**src/design/utf8_text_sanitizer_core_assert.svh**
```systemverilog
// ---------------------------------------------------------------------------
// utf8_text_sanitizer_core assertion macros
// concurrent checks that compile away in synthesis
// ---------------------------------------------------------------------------
`ifndef UTF8_TEXT_SANITIZER_CORE_ASSERT_SVH
`define UTF8_TEXT_SANITIZER_CORE_ASSERT_SVH

`ifndef SYNTHESIS
// same-cycle implication
`define U8S_ASSERT_IMP(label, clk, rst_n, ante, cons) \
    label: assert property (@(posedge clk) disable iff (!rst_n) (ante) |-> (cons)) \
        else $error("same-cycle check failed");
// next-cycle implication
`define U8S_ASSERT_NXT(label, clk, rst_n, ante, cons) \
    label: assert property (@(posedge clk) disable iff (!rst_n) (ante) |=> (cons)) \
        else $error("next-cycle check failed");
`else
`define U8S_ASSERT_IMP(label, clk, rst_n, ante, cons)
`define U8S_ASSERT_NXT(label, clk, rst_n, ante, cons)
`endif

`endif

```
**src/design/u8s_pkg.sv**
```systemverilog
// ---------------------------------------------------------------------------
// u8s_pkg
// shared types and constants of the utf-8 text sanitizer
// ---------------------------------------------------------------------------
package u8s_pkg;

    localparam logic [7:0]  C_DOLLAR    = 8'h24;
    localparam logic [20:0] C_VS1_LO    = 21'h00FE00;
    localparam logic [20:0] C_VS1_HI    = 21'h00FE0F;
    localparam logic [20:0] C_VS2_LO    = 21'h0E0100;
    localparam logic [20:0] C_VS2_HI    = 21'h0E01EF;
    localparam logic [20:0] C_WAVE_DASH = 21'h00301C;
    localparam logic [20:0] C_CP_DOLLAR = 21'h000024;
    localparam logic [7:0]  C_TILDE_B0  = 8'hEF;
    localparam logic [7:0]  C_TILDE_B1  = 8'hBD;
    localparam logic [7:0]  C_TILDE_B2  = 8'h9E;

    // one unit of work for the back end: 1..4 bytes, bytes[0] goes first
    typedef struct packed {
        logic [2:0]      count;
        logic [3:0][7:0] bytes;
    } t_job;

    typedef struct packed {
        logic full;
        logic empty;
    } t_q_status;

endpackage

```
**src/design/u8s_front.sv**
```systemverilog
// ---------------------------------------------------------------------------
// u8s_front
// sequence assembly and classification, one byte per cycle into jobs while bytes are accepted
// ---------------------------------------------------------------------------
module u8s_front (
    input  logic           i_clk,
    input  logic           i_rst_n,
    input  logic           i_accept,
    input  logic [7:0]     i_data_byte,
    input  logic           i_end_of_text,
    output logic           o_push,
    output u8s_pkg::t_job  o_job,
    output logic           o_idle
);

    logic [7:0]  r_held0, r_held1, r_held2;
    logic [7:0]  n_held0, n_held1, n_held2;
    logic [1:0]  r_bytes_held, n_bytes_held;
    logic [2:0]  r_seq_len, n_seq_len;
    logic [20:0] r_accum, n_accum;

    logic [2:0]    w_len;
    logic [20:0]   w_init;
    logic [20:0]   w_cp;
    logic          w_complete;
    u8s_pkg::t_job w_raw;
    u8s_pkg::t_job w_job;

    // held bytes followed by the current byte
    always_comb begin
        w_raw.bytes = '0;
        unique case (r_bytes_held)
            2'd0: begin
                w_raw.count = 3'd1;
                w_raw.bytes[0] = i_data_byte;
            end
            2'd1: begin
                w_raw.count = 3'd2;
                w_raw.bytes[0] = r_held0;
                w_raw.bytes[1] = i_data_byte;
            end
            2'd2: begin
                w_raw.count = 3'd3;
                w_raw.bytes[0] = r_held0;
                w_raw.bytes[1] = r_held1;
                w_raw.bytes[2] = i_data_byte;
            end
            default: begin
                w_raw.count = 3'd4;
                w_raw.bytes[0] = r_held0;
                w_raw.bytes[1] = r_held1;
                w_raw.bytes[2] = r_held2;
                w_raw.bytes[3] = i_data_byte;
            end
        endcase
    end

    // lead byte decode
    always_comb begin
        priority if ((i_data_byte & 8'hF8) == 8'hF0) begin
            w_len  = 3'd4;
            w_init = {18'd0, i_data_byte[2:0]};
        end else if ((i_data_byte & 8'hF0) == 8'hE0) begin
            w_len  = 3'd3;
            w_init = {17'd0, i_data_byte[3:0]};
        end else if ((i_data_byte & 8'hE0) == 8'hC0) begin
            w_len  = 3'd2;
            w_init = {16'd0, i_data_byte[4:0]};
        end else if (!i_data_byte[7]) begin
            w_len  = 3'd1;
            w_init = {13'd0, i_data_byte};
        end else begin
            w_len  = 3'd0;
            w_init = '0;
        end
    end

    assign w_cp       = {r_accum[14:0], i_data_byte[5:0]};
    assign w_complete = ({1'b0, r_bytes_held} + 3'd1) >= r_seq_len;

    always_comb begin
        w_job        = '0;
        n_held0      = r_held0;
        n_held1      = r_held1;
        n_held2      = r_held2;
        n_bytes_held = r_bytes_held;
        n_seq_len    = r_seq_len;
        n_accum      = r_accum;
        if (r_seq_len == 3'd0) begin
            if (w_len == 3'd1) begin
                n_bytes_held = 2'd0;
                if (i_data_byte == u8s_pkg::C_DOLLAR) begin
                    w_job.count    = 3'd2;
                    w_job.bytes[0] = u8s_pkg::C_DOLLAR;
                    w_job.bytes[1] = u8s_pkg::C_DOLLAR;
                end else begin
                    w_job.count    = 3'd1;
                    w_job.bytes[0] = i_data_byte;
                end
            end else if (w_len == 3'd0 || i_end_of_text) begin
                n_bytes_held   = 2'd0;
                w_job.count    = 3'd1;
                w_job.bytes[0] = i_data_byte;
            end else begin
                n_held0      = i_data_byte;
                n_bytes_held = 2'd1;
                n_seq_len    = w_len;
                n_accum      = w_init;
            end
        end else begin
            if (w_complete) begin
                // selectors give an empty job
                if ((w_cp >= u8s_pkg::C_VS1_LO && w_cp <= u8s_pkg::C_VS1_HI) ||
                    (w_cp >= u8s_pkg::C_VS2_LO && w_cp <= u8s_pkg::C_VS2_HI)) begin
                    w_job = '0;
                end else if (w_cp == u8s_pkg::C_WAVE_DASH) begin
                    w_job.count    = 3'd3;
                    w_job.bytes[0] = u8s_pkg::C_TILDE_B0;
                    w_job.bytes[1] = u8s_pkg::C_TILDE_B1;
                    w_job.bytes[2] = u8s_pkg::C_TILDE_B2;
                end else if (w_cp == u8s_pkg::C_CP_DOLLAR) begin
                    w_job.count    = 3'd2;
                    w_job.bytes[0] = u8s_pkg::C_DOLLAR;
                    w_job.bytes[1] = u8s_pkg::C_DOLLAR;
                end else begin
                    w_job = w_raw;
                end
                n_bytes_held = 2'd0;
                n_seq_len    = 3'd0;
                n_accum      = '0;
            end else if (i_end_of_text || r_bytes_held == 2'd3) begin
                w_job        = w_raw;
                n_bytes_held = 2'd0;
                n_seq_len    = 3'd0;
                n_accum      = '0;
            end else begin
                unique case (r_bytes_held)
                    2'd0:    n_held0 = i_data_byte;
                    2'd1:    n_held1 = i_data_byte;
                    default: n_held2 = i_data_byte;
                endcase
                n_bytes_held = r_bytes_held + 2'd1;
                n_accum      = w_cp;
            end
        end
        if (i_end_of_text) begin
            n_bytes_held = 2'd0;
            n_seq_len    = 3'd0;
            n_accum      = '0;
        end
    end

    always_ff @(posedge i_clk) begin
        if (!i_rst_n) begin
            r_bytes_held <= 2'd0;
            r_seq_len    <= 3'd0;
            r_accum      <= '0;
        end else if (i_accept) begin
            r_bytes_held <= n_bytes_held;
            r_seq_len    <= n_seq_len;
            r_accum      <= n_accum;
        end
    end

    always_ff @(posedge i_clk) begin
        if (i_accept) begin
            r_held0 <= n_held0;
            r_held1 <= n_held1;
            r_held2 <= n_held2;
        end
    end

    assign o_push = i_accept && (w_job.count != 3'd0);
    assign o_job  = w_job;
    assign o_idle = (r_seq_len == 3'd0);

endmodule

```
**src/design/u8s_queue.sv**
```systemverilog
// ---------------------------------------------------------------------------
// u8s_queue
// small job fifo between front and back end
// ---------------------------------------------------------------------------
module u8s_queue #(
    parameter int DEPTH = 4
) (
    input  logic                 i_clk,
    input  logic                 i_rst_n,
    input  logic                 i_push,
    input  u8s_pkg::t_job        i_job,
    input  logic                 i_pop,
    output u8s_pkg::t_job        o_job,
    output u8s_pkg::t_q_status   o_status
);

    localparam int PW = (DEPTH > 1) ? $clog2(DEPTH) : 1;
    localparam int CW = $clog2(DEPTH + 1);

    u8s_pkg::t_job r_mem [DEPTH];
    logic [PW-1:0] r_wr_ptr, r_rd_ptr;
    logic [PW-1:0] n_wr_ptr, n_rd_ptr;
    logic [CW-1:0] r_count, n_count;

    function automatic logic [PW-1:0] f_inc(input logic [PW-1:0] p);
        f_inc = (p == PW'(DEPTH - 1)) ? '0 : p + PW'(1);
    endfunction

    always_comb begin
        n_wr_ptr = i_push ? f_inc(r_wr_ptr) : r_wr_ptr;
        n_rd_ptr = i_pop  ? f_inc(r_rd_ptr) : r_rd_ptr;
        n_count  = r_count;
        if (i_push && !i_pop) begin
            n_count = r_count + CW'(1);
        end else if (!i_push && i_pop) begin
            n_count = r_count - CW'(1);
        end
    end

    always_ff @(posedge i_clk) begin
        if (!i_rst_n) begin
            r_wr_ptr <= '0;
            r_rd_ptr <= '0;
            r_count  <= '0;
        end else begin
            r_wr_ptr <= n_wr_ptr;
            r_rd_ptr <= n_rd_ptr;
            r_count  <= n_count;
        end
    end

    always_ff @(posedge i_clk) begin
        if (i_push) begin
            r_mem[r_wr_ptr] <= i_job;
        end
    end

    assign o_job          = r_mem[r_rd_ptr];
    assign o_status.full  = (r_count == CW'(DEPTH));
    assign o_status.empty = (r_count == '0);

endmodule

```
**src/design/u8s_back.sv**
```systemverilog
// ---------------------------------------------------------------------------
// u8s_back
// job serializer, one output byte per transaction
// ---------------------------------------------------------------------------
module u8s_back (
    input  logic                 i_clk,
    input  logic                 i_rst_n,
    input  u8s_pkg::t_job        i_job,
    input  u8s_pkg::t_q_status   i_q_status,
    output logic                 o_pop,
    output logic                 o_out_valid,
    input  logic                 i_out_stall,
    output logic [7:0]           o_out_byte,
    output logic                 o_run_last
);

    logic          r_busy, n_busy;
    logic [1:0]    r_idx, n_idx;
    u8s_pkg::t_job r_job;
    logic          w_take;
    logic          w_last;

    assign w_take = r_busy && !i_out_stall;
    assign w_last = ({1'b0, r_idx} == (r_job.count - 3'd1));
    assign o_pop  = !i_q_status.empty && (!r_busy || (w_take && w_last));

    always_comb begin
        n_busy = r_busy;
        n_idx  = r_idx;
        if (o_pop) begin
            n_busy = 1'b1;
            n_idx  = 2'd0;
        end else if (w_take) begin
            if (w_last) begin
                n_busy = 1'b0;
            end else begin
                n_idx = r_idx + 2'd1;
            end
        end
    end

    always_ff @(posedge i_clk) begin
        if (!i_rst_n) begin
            r_busy <= 1'b0;
            r_idx  <= 2'd0;
        end else begin
            r_busy <= n_busy;
            r_idx  <= n_idx;
        end
    end

    always_ff @(posedge i_clk) begin
        if (o_pop) begin
            r_job <= i_job;
        end
    end

    assign o_out_valid = r_busy;
    assign o_out_byte  = r_job.bytes[r_idx];
    assign o_run_last  = w_last;

endmodule

```
**src/design/utf8_text_sanitizer_core.sv**
```systemverilog
// ---------------------------------------------------------------------------
// utf8_text_sanitizer_core
// output path: a completing byte's job is written into the queue, then loaded into the back end job register
// throughput: 1 input byte per cycle unless the queue is full; output 1 byte per cycle while not stalled,
// a job's bytes go out one at a time, and the job queue absorbs bursts of multi-byte jobs
// reset: synchronous active-low, clears decoder state, queue pointers, output valid
// ---------------------------------------------------------------------------
`include "utf8_text_sanitizer_core_assert.svh"

module utf8_text_sanitizer_core #(
    parameter int P_QUEUE_DEPTH = 4
) (
    input  logic       i_clk,
    input  logic       i_rst_n,
    // input byte channel
    input  logic       i_in_valid,
    output logic       o_in_stall,
    input  logic [7:0] i_data_byte,
    input  logic       i_end_of_text,
    // output byte channel
    output logic       o_out_valid,
    input  logic       i_out_stall,
    output logic [7:0] o_out_byte,
    output logic       o_run_last
);

    // front end: assembles multi-byte sequences and turns each accepted
    // byte into a job of zero to four output bytes
    // queue: holds jobs so the front keeps taking bytes while the back
    // end drains a long flush
    // back end: walks through one job, one byte per output transaction

    logic                 w_in_accept;
    logic                 w_push;
    logic                 w_pop;
    logic                 w_front_idle;
    u8s_pkg::t_job        w_front_job;
    u8s_pkg::t_job        w_head_job;
    u8s_pkg::t_q_status   w_q_status;

    // stall only when there is no room for another job
    assign o_in_stall  = w_q_status.full;
    assign w_in_accept = i_in_valid && !o_in_stall;

    u8s_front u_front (
        .i_clk         (i_clk),
        .i_rst_n       (i_rst_n),
        .i_accept      (w_in_accept),
        .i_data_byte   (i_data_byte),
        .i_end_of_text (i_end_of_text),
        .o_push        (w_push),
        .o_job         (w_front_job),
        .o_idle        (w_front_idle)
    );

    u8s_queue #(
        .DEPTH (P_QUEUE_DEPTH)
    ) u_queue (
        .i_clk    (i_clk),
        .i_rst_n  (i_rst_n),
        .i_push   (w_push),
        .i_job    (w_front_job),
        .i_pop    (w_pop),
        .o_job    (w_head_job),
        .o_status (w_q_status)
    );

    u8s_back u_back (
        .i_clk       (i_clk),
        .i_rst_n     (i_rst_n),
        .i_job       (w_head_job),
        .i_q_status  (w_q_status),
        .o_pop       (w_pop),
        .o_out_valid (o_out_valid),
        .i_out_stall (i_out_stall),
        .o_out_byte  (o_out_byte),
        .o_run_last  (o_run_last)
    );

    // a job is never written into a full queue
    `U8S_ASSERT_IMP(a_no_overflow, i_clk, i_rst_n, w_push, !w_q_status.full)
    // an idle back end picks up a waiting job at once
    `U8S_ASSERT_NXT(a_back_loads, i_clk, i_rst_n, !o_out_valid && !w_q_status.empty, o_out_valid)
    // end of text always leaves the decoder idle
    `U8S_ASSERT_NXT(a_eot_idle, i_clk, i_rst_n, w_in_accept && i_end_of_text, w_front_idle)

endmodule
```
**config.mk**
```make
export PLATFORM = sky130hd
export DESIGN_NAME = utf8_text_sanitizer_core
export DESIGN_NICKNAME = d
export VERILOG_FILES = /design/src/design/u8s_pkg.sv /design/src/design/u8s_front.sv /design/src/design/u8s_queue.sv /design/src/design/u8s_back.sv /design/src/design/utf8_text_sanitizer_core.sv
export VERILOG_INCLUDE_DIRS = /design/src /design/src/design
export SDC_FILE = /design/constraint.sdc
export NUM_CORES = 1
export LEC_CHECK = 0
export BUFFER_PORTS_ARGS = -buffer_cell sky130_fd_sc_hd__buf_4
export CAP_MARGIN = 20
export CELL_PAD_IN_SITES_DETAIL_PLACEMENT = 0
export CELL_PAD_IN_SITES_GLOBAL_PLACEMENT = 2
export CORE_MARGIN = 3
export CORE_UTILIZATION = 46
export CTS_CLUSTER_SIZE = 8
export DETAILED_ROUTE_END_ITERATION = 8
export PLACE_DENSITY_LB_ADDON = 0.15
export SYNTH_ARGS = -nofsm -noshare
export SYNTH_HDL_FRONTEND = slang
export SYNTH_SLANG_ARGS = --single-unit
```
**constraint.sdc**
```tcl
create_clock -name i_clk -period 6.6 [get_ports i_clk]
set_clock_uncertainty 0.05 [all_clocks]
set_input_delay 1.32 -clock i_clk [delete_from_list [all_inputs] [get_ports i_clk]]
set_output_delay 1.32 -clock i_clk [all_outputs]
set_load 0.05 [all_outputs]
```
==> summary.txt <==
Cells and area
  • Layout cells sized above 1: 20.3%
  • Design area: 11,200 µm²
  • Fillers: 1,637
  • Antenna Cells: 0
  • Final core utilization: 54.5%
  • Area grow syn2layout: 14.6%
  • Sequential cell area: 6580 µm²
  • Multi-input gate area: 3000 µm²
  • Final #Nets: 703

Pwr
  • Power Density: 402 nW/µm²
  • Overall power: 4.49 mW
  • VDD IR max: 0.183 mV
  • Leakage: 3.73 nW

Yosys
  • Warnings from Yosys: 0
  • Mapped cell area: 9750 µm²
  • Top_reg_cell synth: edfxtp_1
  • Synth top area cells: edfxtp_1 (61%), mux4_2 (9.9%), dfxtp_1 (6.2%)
  • Flops & latches, synth: 229
  • Sequential share of the synthesized area: 67.5%
  • Most common cell in the netlist: edfxtp_1
  • Netlist cell types: 57
  • Syn Area/Cell: 15.2 µm²
  • Largest area contributor in the netlist: edfxtp_1
  • Post-Syn Nets: 669
  • Ys async rst share: 0%
  • Synth top cells by count: edfxtp_1 (199), nand2_1 (66), mux4_2 (43)
  • Post-synth EDFFs: 199
  • Synth top area share: 61.3%
  • Synthesized instance count: 640

Clock network
  • Clk sink count: 229
  • # hold bufs at CTS: 0
  • CTS tree: yes
  • Post-CTS sizing: 0
  • Num CTS Buffers: 34
  • Skew-Pair Late Insertion Delay: 500 ps
  • Root Driver: clkbuf_16
  • Setup bufs post-CTS: 0
  • H-tree depth reported by CTS: 2
  • Longest Clk Path Bufs: 3
  • Worst-path clk slew: 50 ps

Setup path
  • Worst Setup SP: u_front.r_bytes_held[0]$_SDFFE_PN0P_
  • RR Startpoint: u_front.r_bytes_held[0]$_SDFFE_PN0P_
  • CP Class: reg -> reg
  • CP Capture Type: flop
  • CP Data Required Time: 6970 ps
  • CP arrival: 5490 ps
  • CP max FO: 27
  • Cell count of the worst reg-to-reg path: 14
  • Worst setup endpoint: u_queue.r_count[2]$_SDFFE_PN0P_
  • Critical Path Start Type: flop
  • Worst r2r dst: u_queue.r_count[2]$_SDFFE_PN0P_
  • R2r setup slk: 1490 ps

Global route
  • Initial antenna violation count: 0
  • GRT Overall Usage: 19.0%
  • Vias in the first global route: 5,712
  • Remaining global-route overflow: 0
  • Pin count of the biggest net entering global routing: 39
  • Wire length of the first global-routing pass: 32.8 mm

Timing
  • Peak Freq: 0.196 GHz
  • Period utilization: 77.5%
  • Setup violators final: 0
  • Setup TNS: 0 ps
  • Unrepaired setup endpoints after global routing: false
  • Hold slack final: 472 ps
  • Final Max Tran Viols: 0
  • Slew at the pin closest to its max-slew limit: 1100 ps
  • Worst relative slew slack: 24.8%
  • Crit path time final: 5110 ps
  • Final Hold Viols: 0

Floorplan
  • Core Region: 20,500 µm²
  • Std cell rows: 52
  • Initial core utilization: 47.6%
  • Die H: 152 µm
  • I/O Pins: 24
  • Horiz. Die Dim: 152 µm
  • Die area: 23,000 µm²

Worst hold path
  • Worst hold path class: reg -> reg

Outcome
  • Status: finished clean

Placement
  • Hpwl dp: 13.5 mm
  • Port-buffer cells: 23
  • GP Congestion: 0.834
  • Placed Area: 10,200 µm²

Route
  • Via Count: 5,563
  • DR pass1 iterations: 5
  • DR WL/cell: 21.8 µm
  • DRC viols: 0
  • Final ANT Viol Nets: 0
  • Routed WL: 20.8 mm
  • DR vias/cell: 5.83
  • DRT iter0 DRCs: 401

Flow run
  • Max cap viols: 0
-- report_power, final --
part           total, mW  internal, mW  switching, mW
sequential          1.97          1.89         0.0873
combinational      0.977         0.404          0.573
clock               1.54         0.966          0.574
total               4.49          3.26           1.23
-- worst min-delay path by stage --
stage	slack [ps]	to	cells past startpoint	startpoint
finish	470	u_back.o_out_valid$_SDFFE_PN0P_	2	u_back.o_out_valid$_SDFFE_PN0P_
global route	500	u_back.o_out_valid$_SDFFE_PN0P_	2	u_back.o_out_valid$_SDFFE_PN0P_
CTS	480	u_back.o_out_valid$_SDFFE_PN0P_	2	u_back.o_out_valid$_SDFFE_PN0P_
detailed placement	470	u_back.o_out_valid$_SDFFE_PN0P_	2	u_back.o_out_valid$_SDFFE_PN0P_
global placement	450	u_front.r_bytes_held[1]$_SDFFE_PN0P_	2	u_front.r_bytes_held[1]$_SDFFE_PN0P_
floorplan	430	u_front.r_seq_len[0]$_SDFFE_PN0P_	2	u_front.r_seq_len[0]$_SDFFE_PN0P_
-- layout make-up --
type	count	share of cell area (%)
flip-flops and latches	229	58.9
repair buffers	33	2.22
clock buffers	45	8.27
inverters	15	0.504
clock inverters	2	0.258
well taps	270	3.02
multi-input cells	361	26.8
-- critical path, stage by stage (launching register included) --
cell and delay (ps):
dfxtp_1 450, ha_1 730, ha_1 400, a211oi_1 100
nor3_1 300, nand2_1 330, o31ai_1 890, nor3_1 320
nor2_1 190, ha_1 190, inv_1 60, fa_1 370
xor2_1 180, or3_1 300, a21boi_0 160
-- cells in the final DEF (no fill, tap or decap), types with 4 or more instances in the layout --
master	netlist	routed
xnor2_1	4	4
or4_1	4	4
nor4_1	7	7
a21boi_0	6	6
a21oi_1	18	18
nand4_1	4	4
nor3_1	9	9
clkbuf_1	27	9
ha_1	15	15
dfxtp_1	30	29
o21ai_0	23	23
or2_2	4	4
a22o_1	6	6
nor3b_2	0	4
nand3_1	6	6
a22oi_1	14	14
edfxtp_1	199	199
clkbuf_16	0	35
a221o_1	5	5
nor2b_1	23	23
nand2_1	66	66
and3_1	11	11
inv_1	15	15
nor2_1	27	27
or3_1	6	6
mux4_2	43	43
buf_4	0	32
mux2_2	9	9
-- per-stage QoR --
step	worst slack [ps]	instances
6_report	1490	955
5_1_grt	979	955
4_1_cts	1520	954
3_5_place_dp	1530	907
3_3_place_gp	1700	907
2_1_floorplan	391	640
-- layer usage --
metal / share of wire, % / GRT usage (%) / wire length, µm / vias up
met5: 0 / 0 / 0 / -
met2: 48 / 30.2 / 9950 / 136
met3: 4.8 / 3.69 / 1010 / 39
met4: 2.7 / 6.42 / 561 / 0
met1: 45 / 26.6 / 9310 / 2834
li1: - / - / - / 2554
-- registers in the layout, summed over array words and instances (netlist names), 3 cells and up --
name               cells
u_front.r_accum       15
u_back.r_job          35
u_front.r_held0        8
u_front.r_seq_len      3
u_queue.r_mem        140
u_front.r_held1        8
u_queue.r_count        3
u_front.r_held2        8
-- logic make-up after synthesis --
kind of cell               synth area share, %
muxes                                     11.1
AOI/OAI and AO/OA                         6.84
buffers and inverters                     1.95
DFF                                       67.5
and+or+nand+nor                           9.89
xor gates and xnor gates                 0.629
adders and majority gates                 2.13
(Power assumes the default switching activity.)
